[src/rtl/hkfd_pkg.sv]
`default_nettype none
package hkfd_pkg;

  localparam logic [7:0] StartMark = 8'h01;
  localparam logic [4:0] TypeMask  = 5'h1f;
  localparam logic [4:0] TypeSps   = 5'd7;
  localparam logic [4:0] TypePps   = 5'd8;
  localparam logic [2:0] ZeroLimit = 3'd4;

  typedef enum logic [3:0] {
    PhHdr1Zeros = 4'd0,
    PhHdr1Type  = 4'd1,
    PhSkip1     = 4'd2,
    PhHdr2Zeros = 4'd3,
    PhHdr2Type  = 4'd4,
    PhSkip2     = 4'd5,
    PhHdr3Zeros = 4'd6,
    PhHdr3Type  = 4'd7,
    PhDone      = 4'd8
  } phase_e;

  // verdict of one frame, handed from the parser to the output stage
  typedef struct packed {
    logic valid;
    logic key;
  } hkfd_res_t;

endpackage
`default_nettype wire

[src/rtl/hkfd_parser.sv]
`default_nettype none
module hkfd_parser import hkfd_pkg::*; (
  input  wire logic       clk_i,
  input  wire logic       rst_ni,
  input  wire logic       accept_i,
  input  wire logic [7:0] byte_value_i,
  input  wire logic       last_byte_i,
  output hkfd_res_t       res_o
);

  phase_e     phase_q, phase_d;
  logic [2:0] zr_q, zr_d;
  logic       prev_nz_q, prev_nz_d;
  logic       key_q, key_d;

  logic       byte_zero;
  logic [2:0] zr_inc;
  logic       hdr_marker_ok;
  logic [4:0] nal_type;

  assign byte_zero     = (byte_value_i == 8'h00);
  assign zr_inc        = zr_q + 3'd1;
  assign hdr_marker_ok = (byte_value_i == StartMark) && (zr_q >= 3'd2);
  assign nal_type      = byte_value_i[4:0] & TypeMask;

  always_comb begin
    phase_d   = phase_q;
    zr_d      = zr_q;
    key_d     = key_q;
    prev_nz_d = !byte_zero;
    unique case (phase_q)
      PhHdr1Zeros, PhHdr2Zeros, PhHdr3Zeros: begin
        if (byte_zero) begin
          if (zr_inc >= ZeroLimit) begin
            phase_d = PhDone;
          end else begin
            zr_d = zr_inc;
          end
        end else if (hdr_marker_ok) begin
          // type phase directly follows its zeros phase
          phase_d = phase_e'(phase_q + 4'd1);
        end else begin
          phase_d = PhDone;
        end
      end
      PhHdr1Type: begin
        if (nal_type == TypeSps) begin
          phase_d = PhSkip1;
          zr_d    = 3'd0;
        end else begin
          phase_d = PhDone;
        end
      end
      PhSkip1: begin
        if (byte_zero) begin
          if (zr_inc >= 3'd3) begin
            phase_d = PhHdr2Zeros;
            zr_d    = 3'd2;
          end else begin
            zr_d = zr_inc;
          end
        end else begin
          zr_d = 3'd0;
        end
      end
      PhHdr2Type: begin
        if (nal_type == TypePps) begin
          phase_d = PhSkip2;
          zr_d    = 3'd0;
        end else begin
          phase_d = PhDone;
        end
      end
      PhSkip2: begin
        if (byte_zero && !prev_nz_q) begin
          phase_d = PhHdr3Zeros;
          zr_d    = 3'd1;
        end
      end
      PhHdr3Type: begin
        key_d   = 1'b1;
        phase_d = PhDone;
      end
      PhDone: begin
        phase_d = PhDone;
      end
      default: begin
        phase_d = PhDone;
      end
    endcase
  end

  assign res_o.valid = accept_i && last_byte_i;
  assign res_o.key   = key_d;

  always_ff @(posedge clk_i or negedge rst_ni) begin
    if (!rst_ni) begin
      phase_q   <= PhHdr1Zeros;
      zr_q      <= 3'd0;
      prev_nz_q <= 1'b1;
      key_q     <= 1'b0;
    end else if (accept_i) begin
      if (last_byte_i) begin
        phase_q   <= PhHdr1Zeros;
        zr_q      <= 3'd0;
        prev_nz_q <= 1'b1;
        key_q     <= 1'b0;
      end else begin
        phase_q   <= phase_d;
        zr_q      <= zr_d;
        prev_nz_q <= prev_nz_d;
        key_q     <= key_d;
      end
    end
  end

endmodule
`default_nettype wire

[src/rtl/hkfd_out_stage.sv]
`default_nettype none
module hkfd_out_stage import hkfd_pkg::*; (
  input  wire logic  clk_i,
  input  wire logic  rst_ni,
  input  wire hkfd_res_t res_i,
  output logic       room_o,
  output logic       out_valid_o,
  input  wire logic  out_ready_i,
  output logic       key_frame_o
);

  logic out_valid_q, out_key_q;
  logic skid_valid_q, skid_key_q;

  // skid entry catches a verdict while the output register is stalled
  assign room_o      = !skid_valid_q;
  assign out_valid_o = out_valid_q;
  assign key_frame_o = out_key_q;

  always_ff @(posedge clk_i or negedge rst_ni) begin
    if (!rst_ni) begin
      out_valid_q  <= 1'b0;
      skid_valid_q <= 1'b0;
    end else if (!out_valid_q || out_ready_i) begin
      if (skid_valid_q) begin
        out_valid_q  <= 1'b1;
        skid_valid_q <= 1'b0;
      end else begin
        out_valid_q <= res_i.valid;
      end
    end else if (res_i.valid) begin
      skid_valid_q <= 1'b1;
    end
  end

  always_ff @(posedge clk_i) begin
    if (!out_valid_q || out_ready_i) begin
      out_key_q <= skid_valid_q ? skid_key_q : res_i.key;
    end else if (res_i.valid) begin
      skid_key_q <= res_i.key;
    end
  end

endmodule
`default_nettype wire

[src/rtl/h264_key_frame_detector_unit.sv]
// The verdict of the last byte taken is registered in the output stage (or its skid entry) and shows on key_frame_o.
// Throughput: one byte per cycle while the skid entry is empty; the parser state updates on each accepted byte.
// A two-entry output register with skid keeps bytes flowing while a verdict waits.
// Reset: parser returns to the first header with no zeros counted; no request pending.
`default_nettype none
module h264_key_frame_detector_unit import hkfd_pkg::*; (
  input  wire logic       clk_i,
  input  wire logic       rst_ni,
  input  wire logic       in_valid_i,
  output logic            in_ready_o,
  input  wire logic [7:0] byte_value_i,
  input  wire logic       last_byte_i,
  output logic            out_valid_o,
  input  wire logic       out_ready_i,
  output logic            key_frame_o
);

  hkfd_res_t res;
  logic      room;
  logic      accept;

  assign in_ready_o = room;
  assign accept     = in_valid_i && room;

  hkfd_parser u_parser (
    .clk_i        (clk_i),
    .rst_ni       (rst_ni),
    .accept_i     (accept),
    .byte_value_i (byte_value_i),
    .last_byte_i  (last_byte_i),
    .res_o        (res)
  );

  hkfd_out_stage u_out (
    .clk_i       (clk_i),
    .rst_ni      (rst_ni),
    .res_i       (res),
    .room_o      (room),
    .out_valid_o (out_valid_o),
    .out_ready_i (out_ready_i),
    .key_frame_o (key_frame_o)
  );

endmodule
`default_nettype wire

[config.mk]
export PLATFORM = sky130hd
export DESIGN_NAME = h264_key_frame_detector_unit
export DESIGN_NICKNAME = d
export VERILOG_FILES = /design/src/rtl/hkfd_pkg.sv /design/src/rtl/hkfd_parser.sv /design/src/rtl/hkfd_out_stage.sv /design/src/rtl/h264_key_frame_detector_unit.sv
export SDC_FILE = /design/constraint.sdc
export NUM_CORES = 1
export LEC_CHECK = 0
export BUFFER_PORTS_ARGS = -buffer_cell sky130_fd_sc_hd__buf_2
export CAP_MARGIN = 40
export CORE_ASPECT_RATIO = 1.25
export CORE_MARGIN = 1
export CORE_UTILIZATION = 35
export DETAILED_ROUTE_END_ITERATION = 10
export PLACE_DENSITY = 0.57
export SLEW_MARGIN = 20
export SYNTH_ARGS = -nofsm -noshare
export SYNTH_HDL_FRONTEND = slang
export SYNTH_HIERARCHICAL = 1
export SYNTH_SLANG_ARGS = --single-unit
[constraint.sdc]
create_clock -name clk_i -period 5.79 [get_ports clk_i]
set_input_delay 1.158 -clock clk_i [delete_from_list [all_inputs] [get_ports clk_i]]
set_output_delay 1.158 -clock clk_i [all_outputs]
set_load 0.01 [all_outputs]
==> metrics.md <==
| Metric | Value |
|---|---|
| Run status | `finished, final reports clean` |
| Flip-flop and latch count after synthesis | `13` |
| Layout cells sized above 1 | `21.88%` |
| Final antenna diode count | `0` |
| Clock transition time at the flip-flop clock pins of the worst setup and hold paths | `around 0.070 ns` |
| Unrepaired setup endpoints after global routing | `false` |
| Net count after synthesis | `129` |
| Worst reg-to-reg setup slack | `3.62 ns` |
| Clock Skews | `0.004437 ns` |
| Largest family of logic cells by synthesized area | `simple AND/OR/NAND/NOR gates` |
| Die Outline Area | `2957 sq um` |
| Switching share of total power | `31.83%` |
| Routed length per instance | `roughly 12 um` |
| Average vias per placed instance | `5.304` |
| Commonest non-fill, non-tap cell in the layout | `sky130_fd_sc_hd__buf_2` |
| Fraction of synthesized cell area in xor and xnor cells | `1.825%` |
| Cell count of the worst reg-to-reg path | `8` |
| Portion of total power attributed to sequential cells | `49.1%` |
| Count of buffers inserted at the top-level ports | `15` |
| Achievable frequency | `345.1 MHz` |
| Synth Area in Simple Gates | `roughly 29%` |
| Worst Path Class, Setup | `in -> reg` |
| Synthesized area | `959.7 sq um` |
| Root buffer cell | `sky130_fd_sc_hd__clkbuf_4` |
| Count of final max-slew check failures | `0` |
| Hold buffer count at CTS | `0` |
| Antenna violation net count after detailed routing | `0` |
| Multiplexer fraction of the synthesized cell area | `3.781%` |
| Final non-filler cell total | `between 150 and 200` |
| Effective utilization at floorplan | `38.35%` |
| Critical Path Fanout Max | `5` |
| Wire length of the first global-routing pass | `roughly 3500 um` |
| Setup tns final | `0 ns` |
| Number of top-level pins | `16` |
| Largest area contributor in the netlist | `sky130_fd_sc_hd__dfrtp_1` |
| Commonest non-fill, non-tap cells in the layout | `sky130_fd_sc_hd__buf_2, sky130_fd_sc_hd__nand2_1, sky130_fd_sc_hd__inv_1, sky130_fd_sc_hd__nor2_1, sky130_fd_sc_hd__dfrtp_1` |
| Most instantiated flip-flop cell in the synthesis netlist | `sky130_fd_sc_hd__dfrtp_1` |
| Number of levels the H-tree was split into | `1` |
| Post-synth EDFFs | `2` |
| Required time at the worst-slack endpoint | `5.94 ns` |
| Average instance area after synthesis | `8.724 sq um` |
| Vias post-DR | `854` |
| Total net switching power | `0.07253 mW` |
| Final-report hold violation count | `0` |
| Tightest Pin Transition | `0.5364 ns` |
| Initial DRC count | `12` |
| Max-slew headroom | `63.97%` |
| Gates resized, CTS repair | `0` |
| Power share of the clock group | `23.0%` |
| Crit Reg-Reg Startpoint | `u_parser/phase_q[0]` |
| Period utilization | `50.05%` |
| Placed cell count | `157` |
| Synthesis Warnings | `6` |
| Number of buffers inserted to repair setup after CTS | `0` |
| Static Leakage | `between 0.4 and 0.5 nW` |
| R2R Path End | `u_parser/zr_q[1]` |
| Layout filler cell count | `268` |
| Global-route usage over all layers | `between 10% and 20%` |
| Height of the die | `60.55 um` |
| Final setup violation count | `0` |
| CP startpoint kind | `input port` |
| Endpoint kind of the worst setup timing path | `flip-flop` |
| Drt total wl | `1996 um` |
| Placer Congestion | `0.8507` |
| Adder and majority cell fraction of the synthesized area | `7.823%` |
| Portion of synthesized cell area occupied by the leading cell type | `26.08%` |
| Vias in the first global route | `829` |
| Critical Path End | `u_parser/zr_q[1]` |
| Remaining global-route overflow | `0` |
| Synthesized-area fraction occupied by ao, oa, aoi and oai cells | `roughly 18%` |
| Die X-Extent | `approximately 49 um` |
| Maximum resistive drop on vdd | `169.9 uV` |
| Row count | `20` |
| CTS buffer count | `3` |
| Distinct cells, synth | `43` |
| Number of max-cap violations | `0` |
| Gate power share | `approximately 28%` |
| Remaining routing DRC violations | `0` |
| CP startpoint | `byte_value_i[4]` |
| Sequential area share after synthesis | `a little over a third` |
| Clock insertion delay at the later pin of the skew report | `0.26 ns` |
| Ratio of total power to cell area | `208.1 nW/um^2` |
| Core region area | `2502 sq um` |
| Class of the worst hold path | `reg -> reg` |
| Cell Int Power | `0.1553 mW` |
| Pin count of the biggest net entering global routing | `12` |
| Net count reported at finish | `about 150` |
| Min cycle time layout | `2.898 ns` |
| Finished Core Util | `a little over two fifths` |
| Area grow syn2layout | `14.08%` |
| Largest cells by area after synthesis | `sky130_fd_sc_hd__dfrtp_1, sky130_fd_sc_hd__ha_1, sky130_fd_sc_hd__edfxtp_1` |
| Clock tree from TritonCTS | `yes` |
| Ys async rst share | `between 80% and 90%` |
| Number of sinks on the clock net | `13` |
| Data arrival time at the worst-slack endpoint | `roughly 3.1 ns` |
| Count of mapped cells out of synthesis | `110` |
| Maximum count of clock buffers along a single path | `2` |
| Number of antenna violations at the first check in global routing | `0` |
| Post-detail-place hpwl | `between 1500 and 2000 um` |
| Detailed-routing iteration count for the pre-antenna-repair pass | `4` |
| Worst hold-check slack | `0.5056 ns` |
## per-layer routing
layer	part of all wire [%]	up-vias	routed length, um	track usage [%]
met2	53	16	1053	27.58
met1	44	403	869	18.39
met4	0	0	0	2.521
met5	0	-	0	0
li1	-	435	-	-
met3	3.7	0	73	5.263
## sequential cells by signal (all words and copies together), names as in the netlist
signal              count
u_parser/phase_q        4
u_parser/zr_q           3
u_out/key_frame_o       1
u_out/out_valid_o       1
u_out/skid_key_q        1
u_out/skid_valid_q      1
u_parser/key_q          1
u_parser/prev_nz_q      1
## area by class of cell
type | instances | area, sq um | area share (%)
inverters | 10 | 37.54 | 3.429
flip-flops and latches | 13 | 336.6 | 30.74
clock buffers | 4 | 26.28 | 2.400
multi-input cells | 86 | 578.1 | 52.80
repair buffers | 15 | 75.07 | 6.857
well taps | 33 | 41.29 | 3.771
## logic make-up after synthesis
kind of cell    after synthesis
simple gates                 50
compound gates               25
flops                        13
buf+inv                      11
fa+ha+maj                     6
mux                           3
xor+xnor                      2
## synthesized netlist by cell type, types with 4 or more instances
cell,n
sky130_fd_sc_hd__nor2_1,10
sky130_fd_sc_hd__dfrtp_1,10
sky130_fd_sc_hd__o21ai_0,4
sky130_fd_sc_hd__ha_1,6
sky130_fd_sc_hd__nor3_1,8
sky130_fd_sc_hd__a21oi_1,6
sky130_fd_sc_hd__inv_1,10
sky130_fd_sc_hd__nand3_1,4
sky130_fd_sc_hd__nand2_1,11
## critical path: stages
cell	delay (ns)
sky130_fd_sc_hd__buf_2	0.11
sky130_fd_sc_hd__or4_4	0.55
sky130_fd_sc_hd__or3_4	0.37
sky130_fd_sc_hd__o2111ai_2	0.21
sky130_fd_sc_hd__nand3_1	0.12
sky130_fd_sc_hd__o21ai_2	0.19
sky130_fd_sc_hd__mux2_1	0.34
## worst min path at each step
stage / from / cells after the start / end
3_5_place_dp: u_parser/key_q / 1 / u_parser/key_q
5_1_grt: u_parser/prev_nz_q / 2 / u_parser/prev_nz_q
6_report: u_parser/prev_nz_q / 2 / u_parser/prev_nz_q
3_3_place_gp: u_parser/key_q / 1 / u_parser/key_q
4_1_cts: u_parser/prev_nz_q / 2 / u_parser/prev_nz_q
2_1_floorplan: u_parser/prev_nz_q / 2 / u_parser/prev_nz_q
## stage by stage
stage | total power, mW | worst slack (ns) | instance area (sq um)
finish | 0.2279 | 2.892 | 1095
detailed placement | 0.1779 | 2.611 | 1069
global placement | 0.1759 | 2.650 | 1069
global route | 0.2467 | 2.843 | 1095
CTS | 0.2320 | 2.897 | 1095
floorplan | 0.1567 | 2.817 | 959.7
## power groups by stage
stage / logic [mW] / clock network (mW) / registers, mW
floorplan: 0.0451 / 0 / 0.112
global placement: 0.0627 / 0 / 0.113
detailed placement: 0.0640 / 0 / 0.114
CTS: 0.0642 / 0.0557 / 0.112
global route: 0.0724 / 0.0609 / 0.113
finish: 0.0636 / 0.0525 / 0.112
(Power assumes the default switching activity.)
